### config.mk
export PLATFORM = sky130hd
export DESIGN_NAME = dust_density_moving_average_core_flat
export DESIGN_NICKNAME = d
export VERILOG_FILES = /design/src/rtl/core/ddma_pkg.sv /design/src/rtl/core/ddma_if.sv /design/src/rtl/core/ddma_ctrl.sv /design/src/rtl/core/ddma_datapath.sv /design/src/rtl/core/dust_density_moving_average_core.sv /design/src/flat_wrapper.sv
export SDC_FILE = /design/constraint.sdc
export NUM_CORES = 1
export LEC_CHECK = 0
export BUFFER_PORTS_ARGS = -buffer_cell sky130_fd_sc_hd__buf_4
export CAP_MARGIN = 20
export CORE_MARGIN = 3
export CORE_UTILIZATION = 38
export DETAILED_ROUTE_END_ITERATION = 10
export PLACE_DENSITY = 0.57
export SYNTH_ARGS = -nofsm -noshare
export SYNTH_HDL_FRONTEND = slang
export SYNTH_SLANG_ARGS = --single-unit
### constraint.sdc
create_clock -name clk -period 14.12 [get_ports clk]
set_input_delay 2.118 -clock clk [delete_from_list [all_inputs] [get_ports clk]]
set_output_delay 2.118 -clock clk [all_outputs]
set_load 0.05 [all_outputs]
### src/rtl/core/ddma_pkg.sv
// ----------------------------------------------------------------------------
// ddma_pkg: shared definitions for the dust density moving average core
// Field widths, conversion constants, controller state type and the command
// and status groups that pass between the controller and the datapath.
// ----------------------------------------------------------------------------
package ddma_pkg;

  // Field widths of the words on the ports.
  localparam int ADC_W  = 12;
  localparam int GAIN_W = 16;
  localparam int DENS_W = 17;

  // Conversion: base = floor(adc * 8978 / 4096), density = max(0, base - 1600).
  localparam int FRAC_W  = 12;
  localparam int SLOPE_W = 14;
  localparam int BASE_W  = ADC_W + SLOPE_W - FRAC_W;
  localparam int DIFF_W  = 13;

  localparam logic [SLOPE_W-1:0] SLOPE_NUM   = 14'd8978;
  localparam logic [BASE_W-1:0]  OFFSET_16TH = 14'd1600;
  localparam logic [DENS_W-1:0]  DENS_MAX    = 17'd131071;
  localparam logic [GAIN_W-1:0]  GAIN_RESET  = 16'd4096;

  // Default window length.
  localparam int SAMPLES_DEFAULT = 16;

  // Controller states.
  typedef enum logic [2:0] {
    ST_IDLE,
    ST_BASE,
    ST_SCALE,
    ST_UPDATE,
    ST_MEAN,
    ST_OUTPUT
  } ddma_state_t;

  // Commands from the controller to the datapath.
  typedef struct packed {
    logic load_sample;
    logic calc_base;
    logic calc_scale;
    logic update;
    logic calc_mean;
    logic load_out;
  } ddma_cmd_t;

  // Status from the datapath to the controller.
  typedef struct packed {
    logic out_blocked;
  } ddma_status_t;

endpackage

### src/rtl/core/ddma_if.sv
// ----------------------------------------------------------------------------
// ddma_if: channel interfaces of the dust density moving average core
// Sample input channel, result output channel and calibration write channel,
// each with valid, ready and its payload.
// ----------------------------------------------------------------------------
interface ddma_in_if;
  import ddma_pkg::*;

  logic              valid;
  logic              ready;
  logic [ADC_W-1:0]  adc_sample;

  modport source (output valid, output adc_sample, input ready);
  modport sink   (input valid, input adc_sample, output ready);
endinterface

interface ddma_out_if;
  import ddma_pkg::*;

  logic              valid;
  logic              ready;
  logic [DENS_W-1:0] raw_density;
  logic [DENS_W-1:0] mean_density;

  modport source (output valid, output raw_density, output mean_density, input ready);
  modport sink   (input valid, input raw_density, input mean_density, output ready);
endinterface

interface ddma_cfg_if;
  import ddma_pkg::*;

  logic              valid;
  logic              ready;
  logic [GAIN_W-1:0] calib_gain;

  modport source (output valid, output calib_gain, input ready);
  modport sink   (input valid, input calib_gain, output ready);
endinterface

### src/rtl/core/ddma_ctrl.sv
// ----------------------------------------------------------------------------
// ddma_ctrl: sequencing controller
// Walks one sample word through conversion, scaling, window update, mean
// and output load, and holds the output step while the result is not taken.
// ----------------------------------------------------------------------------
module ddma_ctrl (
  input  logic                  clk,
  input  logic                  rst,
  input  logic                  in_valid,
  output logic                  in_ready,
  input  ddma_pkg::ddma_status_t status,
  output ddma_pkg::ddma_cmd_t    cmd
);
  import ddma_pkg::*;

  ddma_state_t state;
  ddma_state_t state_next;

  // State register.
  always_ff @(posedge clk) begin
    if (rst) begin
      state <= ST_IDLE;
    end else begin
      state <= state_next;
    end
  end

  // Next state.
  always_comb begin
    state_next = state;
    unique case (state)
      ST_IDLE: begin
        if (in_valid) state_next = ST_BASE;
      end
      ST_BASE:   state_next = ST_SCALE;
      ST_SCALE:  state_next = ST_UPDATE;
      ST_UPDATE: state_next = ST_MEAN;
      ST_MEAN:   state_next = ST_OUTPUT;
      ST_OUTPUT: begin
        if (!status.out_blocked) state_next = ST_IDLE;
      end
      default:   state_next = ST_IDLE;
    endcase
  end

  // Commands and input handshake; no word is taken while in reset.
  always_comb begin
    cmd      = '0;
    in_ready = 1'b0;
    unique case (state)
      ST_IDLE: begin
        in_ready        = !rst;
        cmd.load_sample = in_valid && !rst;
      end
      ST_BASE:   cmd.calc_base  = 1'b1;
      ST_SCALE:  cmd.calc_scale = 1'b1;
      ST_UPDATE: cmd.update     = 1'b1;
      ST_MEAN:   cmd.calc_mean  = 1'b1;
      ST_OUTPUT: cmd.load_out   = !status.out_blocked;
      default: begin
        cmd      = '0;
        in_ready = 1'b0;
      end
    endcase
  end

endmodule

### src/rtl/core/ddma_datapath.sv
// ----------------------------------------------------------------------------
// ddma_datapath: conversion, window ring and mean datapath
// Converts a sample to density, applies the calibration gain, keeps the
// ring of recent densities with its running sum and forms the window mean
// by a reciprocal multiplication.
// ----------------------------------------------------------------------------
module ddma_datapath #(
  parameter int SAMPLES = ddma_pkg::SAMPLES_DEFAULT
) (
  input  logic                       clk,
  input  logic                       rst,
  input  ddma_pkg::ddma_cmd_t        cmd,
  output ddma_pkg::ddma_status_t     status,
  input  logic [ddma_pkg::ADC_W-1:0] adc_sample,
  ddma_cfg_if.sink                   cfg,
  ddma_out_if.source                 result_out
);
  import ddma_pkg::*;

  localparam int PTR_W  = (SAMPLES > 1) ? $clog2(SAMPLES) : 1;
  localparam int LOG_N  = $clog2(SAMPLES);
  localparam int SUM_W  = DENS_W + LOG_N;
  localparam int SHIFT  = SUM_W + LOG_N;
  // Rounded-up reciprocal: exact floor(sum / SAMPLES) for every sum below
  // 2**SUM_W, since the rounding error times the sum stays below 2**SHIFT.
  localparam longint unsigned RECIP =
    ((64'd1 << SHIFT) + longint'(SAMPLES) - 64'd1) / longint'(SAMPLES);
  localparam int RECIP_W = SUM_W + 2;
  localparam int PROD_W  = SUM_W + RECIP_W;
  localparam longint unsigned SUM_MAX = longint'(SAMPLES) * 64'd131071;

  localparam logic [RECIP_W-1:0] RECIP_C  = RECIP_W'(RECIP);
  localparam logic [PTR_W-1:0]   LAST_POS = PTR_W'(SAMPLES - 1);

  // Registers.
  logic [GAIN_W-1:0]  gain;
  logic [ADC_W-1:0]   adc_q;
  logic [DIFF_W-1:0]  diff_q;
  logic [DENS_W-1:0]  dens_q;
  logic [DENS_W-1:0]  ring_q;
  logic [SAMPLES-1:0] ring_valid;
  logic [PTR_W-1:0]   wpos;
  logic [SUM_W-1:0]   wsum;
  logic [PROD_W-1:0]  prod_q;
  logic               out_valid;
  logic [DENS_W-1:0]  out_raw;
  logic [DENS_W-1:0]  out_mean;

  logic [DENS_W-1:0]  ring_mem [SAMPLES];

  // Combinational terms.
  logic [ADC_W+SLOPE_W-1:0] slope_prod;
  logic [BASE_W-1:0]        base;
  logic [DIFF_W-1:0]        diff_next;
  logic [DIFF_W+GAIN_W-1:0] scale_prod;
  logic [DENS_W-1:0]        oldest;
  logic [SUM_W-1:0]         wsum_next;
  logic [PTR_W-1:0]         wpos_next;

  // Calibration register; writes are taken whenever out of reset.
  assign cfg.ready = !rst;

  always_ff @(posedge clk) begin
    if (rst) begin
      gain <= GAIN_RESET;
    end else if (cfg.valid) begin
      gain <= cfg.calib_gain;
    end
  end

  // Linear conversion with the offset folded into a zero clamp.
  assign slope_prod = adc_q * SLOPE_NUM;
  assign base       = slope_prod[ADC_W+SLOPE_W-1:FRAC_W];
  assign diff_next  = (base > OFFSET_16TH) ? DIFF_W'(base - OFFSET_16TH) : '0;

  // Gain scaling; the largest product shifted by 12 fits below DENS_MAX.
  assign scale_prod = diff_q * gain;

  // The entry about to be replaced reads as zero until it has been written.
  assign oldest    = ring_valid[wpos] ? ring_q : '0;
  assign wsum_next = wsum - SUM_W'(oldest) + SUM_W'(dens_q);
  assign wpos_next = (wpos == LAST_POS) ? '0 : wpos + PTR_W'(1);

  // Conversion pipeline registers.
  always_ff @(posedge clk) begin
    if (cmd.load_sample) adc_q  <= adc_sample;
    if (cmd.calc_base)   diff_q <= diff_next;
    if (cmd.calc_scale)  dens_q <= scale_prod[DIFF_W+GAIN_W-1:FRAC_W];
    if (cmd.calc_mean)   prod_q <= wsum * RECIP_C;
  end

  // Ring memory, read at the write position with registered data.
  always_ff @(posedge clk) begin
    ring_q <= ring_mem[wpos];
    if (cmd.update) ring_mem[wpos] <= dens_q;
  end

  // Window control state.
  always_ff @(posedge clk) begin
    if (rst) begin
      ring_valid <= '0;
      wpos       <= '0;
      wsum       <= '0;
    end else if (cmd.update) begin
      ring_valid[wpos] <= 1'b1;
      wpos             <= wpos_next;
      wsum             <= wsum_next;
    end
  end

  // Output register.
  always_ff @(posedge clk) begin
    if (rst) begin
      out_valid <= 1'b0;
    end else if (cmd.load_out) begin
      out_valid <= 1'b1;
    end else if (result_out.ready) begin
      out_valid <= 1'b0;
    end
  end

  always_ff @(posedge clk) begin
    if (cmd.load_out) begin
      out_raw  <= dens_q;
      out_mean <= prod_q[SHIFT +: DENS_W];
    end
  end

  assign status.out_blocked     = out_valid && !result_out.ready;
  assign result_out.valid       = out_valid;
  assign result_out.raw_density = out_raw;
  assign result_out.mean_density = out_mean;

`ifndef SYNTHESIS
  // The running sum never exceeds a full window of saturated densities.
  a_sum_bound: assert property (@(posedge clk) disable iff (rst)
    64'(wsum) <= SUM_MAX)
    else $error("window sum beyond a full window of maximum densities");

  // The write position stays inside the ring.
  a_pos_range: assert property (@(posedge clk) disable iff (rst)
    32'(wpos) < SAMPLES)
    else $error("ring write position out of range");

  // A waiting result is never overwritten.
  a_no_overwrite: assert property (@(posedge clk) disable iff (rst)
    out_valid && !result_out.ready |-> !cmd.load_out)
    else $error("output word overwritten before it was taken");

  // The mean product never carries bits above the density width.
  a_mean_width: assert property (@(posedge clk) disable iff (rst)
    cmd.load_out |-> (prod_q >> SHIFT) == PROD_W'(prod_q[SHIFT +: DENS_W]))
    else $error("window mean wider than a density");

  // A loaded result is offered in the next cycle.
  a_load_shows: assert property (@(posedge clk) disable iff (rst)
    cmd.load_out |=> out_valid)
    else $error("loaded result not presented");
`endif

endmodule

### src/rtl/core/dust_density_moving_average_core.sv
// ----------------------------------------------------------------------------
// dust_density_moving_average_core: optical dust sensor density with mean
// Each 12-bit converter word on sample_in becomes a dust density in units of
// 1/16 ug/m3, max(0, floor(adc * 8978 / 4096) - 1600), scaled by the Q4.12
// calibration gain written on cfg (reset 1.0). The density replaces the
// oldest entry of a SAMPLES-entry ring, empty at reset so the mean ramps up,
// and result_out carries the raw density with the truncated window mean.
// One word is in flight at a time: the next word is accepted only after
// the controller has taken the last one through its five steps
// (conversion multiply, gain multiply, ring read and sum update,
// reciprocal multiply for the mean, output load). A result waiting on
// result_out does not stop a new word from being accepted; it only holds
// the output step. Gain writes are taken in any cycle out of reset.
// ----------------------------------------------------------------------------
module dust_density_moving_average_core #(
  parameter int SAMPLES = ddma_pkg::SAMPLES_DEFAULT
) (
  input  logic       clk,
  input  logic       rst,
  ddma_in_if.sink    sample_in,
  ddma_out_if.source result_out,
  ddma_cfg_if.sink   cfg
);
  import ddma_pkg::*;

  ddma_cmd_t    cmd;
  ddma_status_t status;

  // Sequencing controller.
  ddma_ctrl u_ctrl (
    .clk      (clk),
    .rst      (rst),
    .in_valid (sample_in.valid),
    .in_ready (sample_in.ready),
    .status   (status),
    .cmd      (cmd)
  );

  // Conversion, ring and mean datapath.
  ddma_datapath #(
    .SAMPLES (SAMPLES)
  ) u_datapath (
    .clk        (clk),
    .rst        (rst),
    .cmd        (cmd),
    .status     (status),
    .adc_sample (sample_in.adc_sample),
    .cfg        (cfg),
    .result_out (result_out)
  );

endmodule

### src/flat_wrapper.sv
// flat-port wrapper written by rule: the top's interface ports become plain ports
module dust_density_moving_average_core_flat import ddma_pkg::*;
#(
  parameter int SAMPLES = ddma_pkg::SAMPLES_DEFAULT
)
  (clk, rst, sample_in_valid, sample_in_adc_sample, sample_in_ready, result_out_valid, result_out_raw_density, result_out_mean_density, result_out_ready, cfg_valid, cfg_calib_gain, cfg_ready);
  ddma_in_if sample_in_i ();
  ddma_out_if result_out_i ();
  ddma_cfg_if cfg_i ();
  input  logic clk;
  input  logic rst;
  input wire logic [$bits(sample_in_i.valid)-1:0] sample_in_valid;
  input wire logic [$bits(sample_in_i.adc_sample)-1:0] sample_in_adc_sample;
  output wire logic [$bits(sample_in_i.ready)-1:0] sample_in_ready;
  output wire logic [$bits(result_out_i.valid)-1:0] result_out_valid;
  output wire logic [$bits(result_out_i.raw_density)-1:0] result_out_raw_density;
  output wire logic [$bits(result_out_i.mean_density)-1:0] result_out_mean_density;
  input wire logic [$bits(result_out_i.ready)-1:0] result_out_ready;
  input wire logic [$bits(cfg_i.valid)-1:0] cfg_valid;
  input wire logic [$bits(cfg_i.calib_gain)-1:0] cfg_calib_gain;
  output wire logic [$bits(cfg_i.ready)-1:0] cfg_ready;
  assign sample_in_i.valid = sample_in_valid;
  assign sample_in_i.adc_sample = sample_in_adc_sample;
  assign sample_in_ready = sample_in_i.ready;
  assign result_out_valid = result_out_i.valid;
  assign result_out_raw_density = result_out_i.raw_density;
  assign result_out_mean_density = result_out_i.mean_density;
  assign result_out_i.ready = result_out_ready;
  assign cfg_i.valid = cfg_valid;
  assign cfg_i.calib_gain = cfg_calib_gain;
  assign cfg_ready = cfg_i.ready;
  dust_density_moving_average_core #(.SAMPLES(SAMPLES)) u_core (.clk(clk), .rst(rst), .sample_in(sample_in_i), .result_out(result_out_i), .cfg(cfg_i));
endmodule
Word level (Yosys, flattened, before mapping) --
Memory sizes are Yosys's and may differ from the RTL's. A register that Yosys moved wholly into a read port is not among the register bits. Cells that the tools add are included.
Storage, ports and cells: bits in latches 0, memories 1, output and inout bits 37, flip-flop bits (word level) 158, memory bits (writable) 272, bits in read-only memories 0, logic and storage cells 60
Memories:
- u_core.u_datapath.ring_mem | depth 16, width 17, rd ports 1, clocked after memory_dff 1, wr ports 1, line ddma_datapath.sv:49 | logic [DENS_W-1:0] ring_mem [SAMPLES];
Operators by class: bitwise operators 1, add/subtract/negate cells 4, order comparisons 3, reductions and logical operators 9, mux-type cells 20, shift-type cells 0, eq/ne operators 8, multiply operators 2, div/mod/pow operators 0
Operators by type and width (count):
- multiplier 13 x 16 -> 29 bit | 1
- multiplier 12 x 13 -> 25 bit, second input constant | 1
- adder 21 x 17 -> 21 bit | 1
- subtractor 21 x 17 -> 21 bit | 1
- one-hot mux 3 bit (6 select lines) | 1
- 2-to-1 mux 17 bit | 1
- bitwise OR 16 bit | 1
- > comparator 14 x 11 -> 1 bit, second input constant | 1
- 2-to-1 mux 1 bit | 13
- subtractor 13 x 11 -> 13 bit, second input constant | 1
- equality test 3 x 2 -> 1 bit, second input constant | 2
- equality test 3 bit, second input constant | 2
- 2-to-1 mux 3 bit | 2
- less-than comparator 4 x 5 -> 1 bit, second input constant | 1
- adder 4 x 1 -> 4 bit, second input constant | 1
- binary-select mux 1 bit (select 4 bit) | 1
- demux 1 bit (select 4 bit) | 1
- equality test 4 bit, second input constant | 1
- greater-or-equal comparator 4 x 1 -> 1 bit, second input constant | 1
- 2-to-1 mux 4 bit | 1
- != test 2 bit, second input constant | 2
- equality test 3 x 1 -> 1 bit, second input constant | 1
- logical AND 1 bit | 3
- logical NOT 1 bit | 3
- other kinds (3) | 3

Logic depth before layout (Yosys ltp) --
Gate-level depths: netlist (run 1).
depth in word-level cells 5, mapped depth 25, gate-level depth less buffers 24

By module --
From an unflattened synthesis (run 1), not the netlist that was laid out.
Second synthesis, totals: cell total of the unflattened synthesis 1986, area total of the unflattened synthesis 26127.6 sq um
Modules (own cells, without submodules):
- ddma_datapath | area each 25922.4 sq um, cells an instance 1962, times used 1, sequential area each 12462.0 sq um
- ddma_ctrl | area each 205.2 sq um, cells an instance 24, times used 1, sequential area each 60.1 sq um

Least setup slack after synthesis (run 1) --
OpenSTA, ideal clock, no wires.
path kind input port to output port, start in rst, end out sample_in_ready, buffers on the path 0, required time 12002 ps, arrival time 3609 ps, path slack 8393 ps, stages 1, path through nor4_1
Between the ends: word-level cells in the longest chain between the ends 2
RTL lines:
- from (decl) | line flat_wrapper.sv:11 | input logic rst;
- logical NOT 1 bit | line ddma_ctrl.sv:52 | in_ready = !rst;
- 2-to-1 mux 1 bit | line ddma_ctrl.sv:50 | unique case (state)
- to (decl) | line flat_wrapper.sv:14 | output wire logic [$bits(sample_in_i.ready)-1:0] sample_in_ready;
No other way between the ends.

Worst setup path after layout (run 1) --
start reg u_core.u_datapath.diff_q[3], end reg u_core.u_datapath.dens_q[16] (data pin)
Between the ends: word-level cells in the longest chain between the ends 1
RTL lines:
- from (decl) | line ddma_datapath.sv:38 | logic [DIFF_W-1:0] diff_q;
- from (signal assigned) | line ddma_datapath.sv:87 | if (cmd.calc_base) diff_q <= diff_next;
- multiplier 13 x 16 -> 29 bit | line ddma_datapath.sv:77 | assign scale_prod = diff_q * gain;
- net u_core.u_datapath.scale_prod[28] | line ddma_datapath.sv:55 | logic [DIFF_W+GAIN_W-1:0] scale_prod;
- to (signal assigned) | line ddma_datapath.sv:88 | if (cmd.calc_scale) dens_q <= scale_prod[DIFF_W+GAIN_W-1:FRAC_W];
- to (decl) | line ddma_datapath.sv:39 | logic [DENS_W-1:0] dens_q;
The timed path passes the listed nets, and every way through them passes these cells. A chain may end at the register's enable or synchronous reset.

==> metrics.yaml, run 1 <==
status:
  status: "complete, no violations"
clock_network:
  clkSinkCount: 443
  postCtsHoldBufs: 0
  cts_tree: "built"
  cts_setup_buffers: 0
  clock_latency_ps: 630
  cts.path.max_buffers: 3
  cts_resized: 0
  clk_pin_slew_ps: 60
  h-tree-depth: 2
  cts_made_buffers: 50
  clockRootBuffer: "clkbuf_16"
timing:
  drv_slew: 0
  rsz0062_at_grt: "no"
  finalCritPeriodShare: 0.4256
  layout_min_cycle_time_ps: 6009
  fin_tns_setup_ps: 0
  finalSetupViolations: 0
  skew_ps: 61.86
  hold_viol: 0
  relSlewSlack: 0.3321
  worst_pin_slew_ps: 1002
  fmax_ghz: 0.1664
die:
  initial_core_util: 0.3849
  placementRows: 95
  core_area_um2: 67510
  die_area_um2: 71560
  die_width_um: 267.5
  die_h_um: 267.5
  ioPinCount: 70
global_route:
  antenna_found_initial: 0
  grt.overflow.total: 0
  track_usage: 0.1664
  grt_start_max_net_pins: 54
  grt_pass1_vias: 15960
  grt_pass1_wl_um: 91740
routing:
  postRouteWirelength_um: 57920
  drtIter0Drc: 1003
  vias: 15120
  drc_errors: 0
  detail-route-antenna-nets: 0
  dr.pass1.iters: 4
  wire_per_inst_um: 19.40
  drt-vias-per-instance: 5.064
setup_path:
  r2r-start: "u_core.u_datapath.diff_q[3]"
  reg2reg_to: "u_core.u_datapath.dens_q[16]"
  r2r_slack_ps: 8110
  crit_buf_inv: 4
  critical_path.top_delay_family: "adder cells"
  crit_start: "u_core.u_datapath.diff_q[3]"
  critPathArrivalTime_ps: 6340
  cp_cell_sequence: "and2_1 > fa_1 > inv_1 > fa_1 > inv_1 > fa_1 > inv_1 > fa_1 > inv_1 > fa_1 > ha_1 > and4_1 > nand3_1 > and3b_1 > a211oi_1 > o21ai_1 > o211ai_1 > a2111o_1 > o211ai_1"
  crit_type: "flop to flop"
  cp_slowest_stage_delay_ps: 570
  slowest_stage: "edfxtp_1"
  critPathMaxFanout: 16
  required_ps: 14450
  cp-end-kind: "flop"
  reg2reg_depth: 19
  crit_path_end: "u_core.u_datapath.dens_q[16]"
  cp_num_cells: 19
  cp-start-kind: "flop"
  path_common_cell: "fa_1"
logic_synthesis:
  synth_ff_type: "edfxtp_1"
  synth_warnings: 0
  synth-simple-area-share: 0.09008
  yosysSeqAreaShare: 0.4818
  synth.avg_cell_area_um2: 12.97
  synth-edff-count: 365
  synth-adder-area-share: 0.2243
  synth_top_family_by_area: "adder cells"
  synthCells: 2004
  synth_top_area_frac: 0.4217
  ys_top_cells_by_area: "edfxtp_1 (42%), fa_1 (14%), ha_1 (7.9%), mux4_2 (7.8%), dfxtp_1 (6.0%)"
  synthXorXnorAreaFrac: 0.01483
  synth-compound-area-share: 0.04400
  netlist_area_um2: 25990
  synthMuxAreaShare: 0.08416
  synth_nets: 2390
  ys_types: 77
  ys_seq_elements: 443
  synth-async-reset-ratio: 0
  yosysTopAreaCell: "edfxtp_1"
layout:
  antennaDiodeCount: 0
  postLayoutCoreUtil: 0.4312
  drive_gt1_frac: 0.1416
  mostFrequentLayoutCells: "edfxtp_1 (365), inv_1 (340), fa_1 (188)"
  layout_commonest_cell: "edfxtp_1"
  nets: 2459
  fill_cells: 6223
  syn_to_final_growth_pct: 12.01
placement:
  dp_hpwl_um: 40660
  portBuffers: 69
  gp_congestion: 0.8314
min_path:
  hold_class: "flop to flop"
power_and_ir_drop:
  p_leak_nw: 11.67
  fin_total_pwr_mw: 4.850
  power_per_cell_area_nw_per_um2: 166.6
  peakVddDrop_v: 0.0001003
run:
  max_cap_violations: 0
stage by stage:
stage	instance area (µm²)	hold slack, ps	worst slack, ps	instances
3_5_place_dp	27560	404.5	8095	2894
2_1_floorplan	25990	400.3	8393	2004
4_1_cts	29110	417.8	8100	2985
5_1_grt	29110	420.3	7780	2985
6_report	29110	416.1	8111	2985
3_3_place_gp	27560	400.5	8205	2894
layout make-up:
type,count,area [µm²],share of cell area
Sequential cell,443,12530,0.4305
Multi-Input combinational cell,1145,11960,0.4109
Clock buffer,60,1320,0.04535
Inverter,341,1280,0.04397
Tap cell,873,1092,0.03752
Timing Repair Buffer,92,690.7,0.02373
Clock inverter,31,234.0,0.008037
flip-flops by register name, indices dropped and copies added, names as in the netlist:
signal,count
u_core.u_ctrl.state,3
u_core.u_datapath.ring_valid,16
u_core.u_datapath.gain,16
u_core.u_datapath.result_out.mean_density,17
u_core.u_datapath.dens_q,17
u_core.u_datapath.ring_q,17
u_core.u_datapath.result_out.raw_density,17
u_core.u_datapath.wsum,21
u_core.u_datapath.adc_q,12
u_core.u_datapath.result_out.valid,1
u_core.u_datapath.prod_q,17
u_core.u_datapath.wpos,4
u_core.u_datapath.ring_mem,272
u_core.u_datapath.diff_q,13
report_power, final:
group,internal (mW),leakage (nW),switching (mW)
Clock,0.674,0.770,0.537
Combinational,0.792,6.96,1.03
Sequential,1.62,3.94,0.200
Total,3.08,11.7,1.77
synth_stat cells (all sizes together) (21+ instances only):
master  count
a21o       21
a21oi      52
and2      120
clkbuf     58
dfxtp      78
edfxtp    365
fa        188
ha        165
inv       340
mux4       90
nand2     158
nor2      100
nor3       25
o21ai      21
xnor2      28
metal layers:
metal	part of all wire	vias up	track usage	routed length, µm
met5	0	-	0	0
met4	0.021	0	0.04510	1197
met3	0.042	75	0.02150	2459
met2	0.49	352	0.2837	28320
met1	0.45	7729	0.2254	25940
li1	-	6959	-	-
worst register-to-register path: cells and delay by family, from the launching register on:
| kind | cells | cell delay, ps |
|---|---|---|
| adder cells (fa/ha/maj) | 6 | 2860 |
| AO/OA/AOI/OAI | 5 | 1330 |
| AND/OR/NAND/NOR | 4 | 790 |
| flip-flops | 1 | 570 |
| buffers and inverters | 4 | 220 |
cells by family (layout without fill, tap and decap cells):
| group | after synthesis | count (layout) |
|---|---|---|
| AOI/OAI and AO/OA | 165 | 165 |
| xor gates and xnor gates | 44 | 44 |
| adders and majority gates | 353 | 353 |
| buffers and inverters | 416 | 524 |
| DFF | 443 | 443 |
| muxes | 106 | 106 |
| and+or+nand+nor | 477 | 477 |
worst min-delay path by stage:
stage / from / endpoint / slack (ps) / cells after the start
global placement: u_core.u_datapath.prod_q[37] / u_core.u_datapath.result_out.mean_density[12] / 400 / 0
finish: u_core.u_datapath.prod_q[37] / u_core.u_datapath.result_out.mean_density[12] / 420 / 0
floorplan: u_core.u_datapath.prod_q[25] / u_core.u_datapath.result_out.mean_density[0] / 400 / 0
CTS: u_core.u_datapath.prod_q[37] / u_core.u_datapath.result_out.mean_density[12] / 420 / 0
detailed placement: u_core.u_datapath.prod_q[37] / u_core.u_datapath.result_out.mean_density[12] / 400 / 0
global route: u_core.u_datapath.prod_q[38] / u_core.u_datapath.result_out.mean_density[13] / 420 / 0
Power figures use the tool's default switching activity.
==> run 2, diff against run 1 <==
Clock period 14.12 ns to 6.21 ns, I/O delays scaled along.
==> run 2 against run 1 <==
Flip-flop and latch count did not move. Maximum frequency up 4.1%. Sequential share of layout area shrank 0.50 points. Register-to-register slack lost 7700 ps. Non-clock buffer count is 24 higher. First-iteration DRC count fell by 5.9%. Sequential power is 120% higher. Die area unchanged. Critical path type unchanged. Critical endpoint is now u_core.u_datapath.diff_q[12]. Largest power group is now combinational logic.
==> metrics.yaml, run 2 (synthesis gave the netlist of run 1 again) <==
layout:
  largestRegisters: "u_core.u_datapath.ring_mem x272, u_core.u_datapath.wsum x21"
  syn_to_final_growth_pct: 13.34
  antennaDiodeCount: 0
  top_register: "u_core.u_datapath.ring_mem"
  largest_register_ffs: 272
  mostFrequentLayoutCells: "edfxtp_1 (365), inv_1 (340), fa_1 (188)"
  drive_gt1_frac: 0.1560
  layout_commonest_cell: "edfxtp_1"
  nets: 2481
routing:
  wl_met1_um: 26510
  wl_met3_um: 3325
  vias: 15230
  drc_errors: 0
  postRouteWirelength_um: 59200
  detail-route-antenna-nets: 0
  drtIter0Drc: 944
  drt-vias-per-instance: 5.064
  wire_per_inst_um: 19.68
  wl_met2_um: 27700
  highest_layer: "met4"
  dr.pass1.iters: 5
global_route:
  antenna_found_initial: 0
  grt_pass1_wl_um: 93130
  grt_start_max_net_pins: 59
  track_usage: 0.1706
  grt_pass1_vias: 16170
  grt.overflow.total: 0
setup_path:
  crit_type: "flop to flop"
  cp-start-kind: "flop"
  reg2reg_to: "u_core.u_datapath.diff_q[12]"
  critPathArrivalTime_ps: 6100
  critPathMaxFanout: 7
  reg2reg_depth: 23
  r2r_slack_ps: 440
  required_ps: 6540
  cp-end-kind: "flop"
  r2r-start: "u_core.u_datapath.adc_q[4]"
min_path:
  hold_depth: 0
  hold_class: "flop to flop"
  whs_endpoint: "u_core.u_datapath.result_out.mean_density[14]"
  hp-start: "u_core.u_datapath.prod_q[39]"
timing:
  hold_viol: 0
  relSlewSlack: 0.2381
  drv_slew: 0
  fin_tns_setup_ps: 0
  finalSetupViolations: 0
  finalCritPeriodShare: 0.9297
  fmax_ghz: 0.1732
  skew_ps: 25.98
  rsz0062_at_grt: "no"
  layout_min_cycle_time_ps: 5774
  worst_pin_slew_ps: 1137
clock_network:
  postCtsHoldBufs: 0
  cts_tree: "built"
  clockRootBuffer: "clkbuf_16"
  cts_made_buffers: 48
  cts_resized: 0
  clk_pin_slew_ps: 60
  cts.path.max_buffers: 3
  cts_setup_buffers: 0
  h-tree-depth: 2
  clkSinkCount: 443
  clock_latency_ps: 600
placement:
  dp_hpwl_um: 41300
  gp_congestion: 0.8342
  portBuffers: 69
die:
  die_area_um2: 71560
  placementRows: 95
  initial_core_util: 0.3849
  core_area_um2: 67510
  ioPinCount: 70
  die_h_um: 267.5
  die_width_um: 267.5
run:
  max_cap_violations: 0
power_and_ir_drop:
  fin_total_pwr_mw: 11.31
  p_leak_nw: 11.83
  peakVddDrop_v: 0.0002233
  power_per_cell_area_nw_per_um2: 384.1
status:
  status: "complete, no violations"
==> run 2: cell count changes in the layout (fill, tap and decap cells not counted), moves of 3 or more <==
cell        change
buf_4          +23
bufinv_16       +6
clkbuf_16       -3
clkbuf_8        +3
clkinv_1        -5
clkinv_2        -5
clkinvlp_4      +3
nor2_2          -6
nor2_4          +6
==> run 2: layout make-up <==
cell class              instances  area, µm²
clock inverters                32      386.6
well taps                     873       1092
multi-input cells            1145      12010
clock buffers                  58       1279
repair buffers                116      874.6
flip-flops and latches        443      12530
inverters                     341       1280
fillers                      6133      38060
==> run 2: layer usage <==
layer / up-vias / global-route usage
li1: 7013 / -
met1: 7695 / 0.2352
met2: 435 / 0.2814
met3: 91 / 0.02444
met4: 0 / 0.05232
met5: - / 0
==> run 2: per-stage QoR <==
step,hold WS (ps),std cells,area (µm²),utilization,setup WS (ps)
final,417.3,3008,29450,0.4363,436.3
after global routing,423.5,3008,29450,0.4363,0.7088
after CTS,420.0,3007,29420,0.4358,266.5
after detailed placement,405.4,2917,27760,0.4112,303.7
after global placement,400.2,2917,27760,0.4112,379.0
after floorplan,400.3,2004,25990,-,834.4
==> run 2: worst max-delay path by stage <==
stage	from	end	slack, ps	cells after the start
2_1_floorplan	u_core.u_datapath.adc_q[4]	u_core.u_datapath.diff_q[12]	830	23
3_3_place_gp	u_core.u_datapath.diff_q[1]	u_core.u_datapath.dens_q[16]	380	19
3_5_place_dp	u_core.u_datapath.diff_q[1]	u_core.u_datapath.dens_q[16]	300	19
4_1_cts	u_core.u_datapath.diff_q[1]	u_core.u_datapath.dens_q[16]	270	19
5_1_grt	u_core.u_datapath.adc_q[4]	u_core.u_datapath.diff_q[12]	0.7	23
6_report	u_core.u_datapath.adc_q[4]	u_core.u_datapath.diff_q[12]	440	23
==> run 2: worst max-delay path, cell delays in order (launching register included) <==
cell      delay [ps]
edfxtp_1         490
inv_1             80
ha_1             280
inv_1             40
ha_1             260
inv_1             50
fa_1             380
fa_1             400
inv_1             80
fa_1             420
ha_1             380
a21o_1           190
a211oi_2         260
o21ai_1          140
a21oi_1          190
xnor2_1          200
inv_1            130
ha_2             250
nor4b_1          150
a31o_2           230
a311oi_2         390
a311o_1          250
nand4_1          100
nor3b_2          170
==> run 2: report_power, final <==
part | switching [mW] | internal [mW]
registers | 0.382 | 3.68
logic | 2.44 | 1.84
clock network | 1.23 | 1.74
total | 4.05 | 7.26
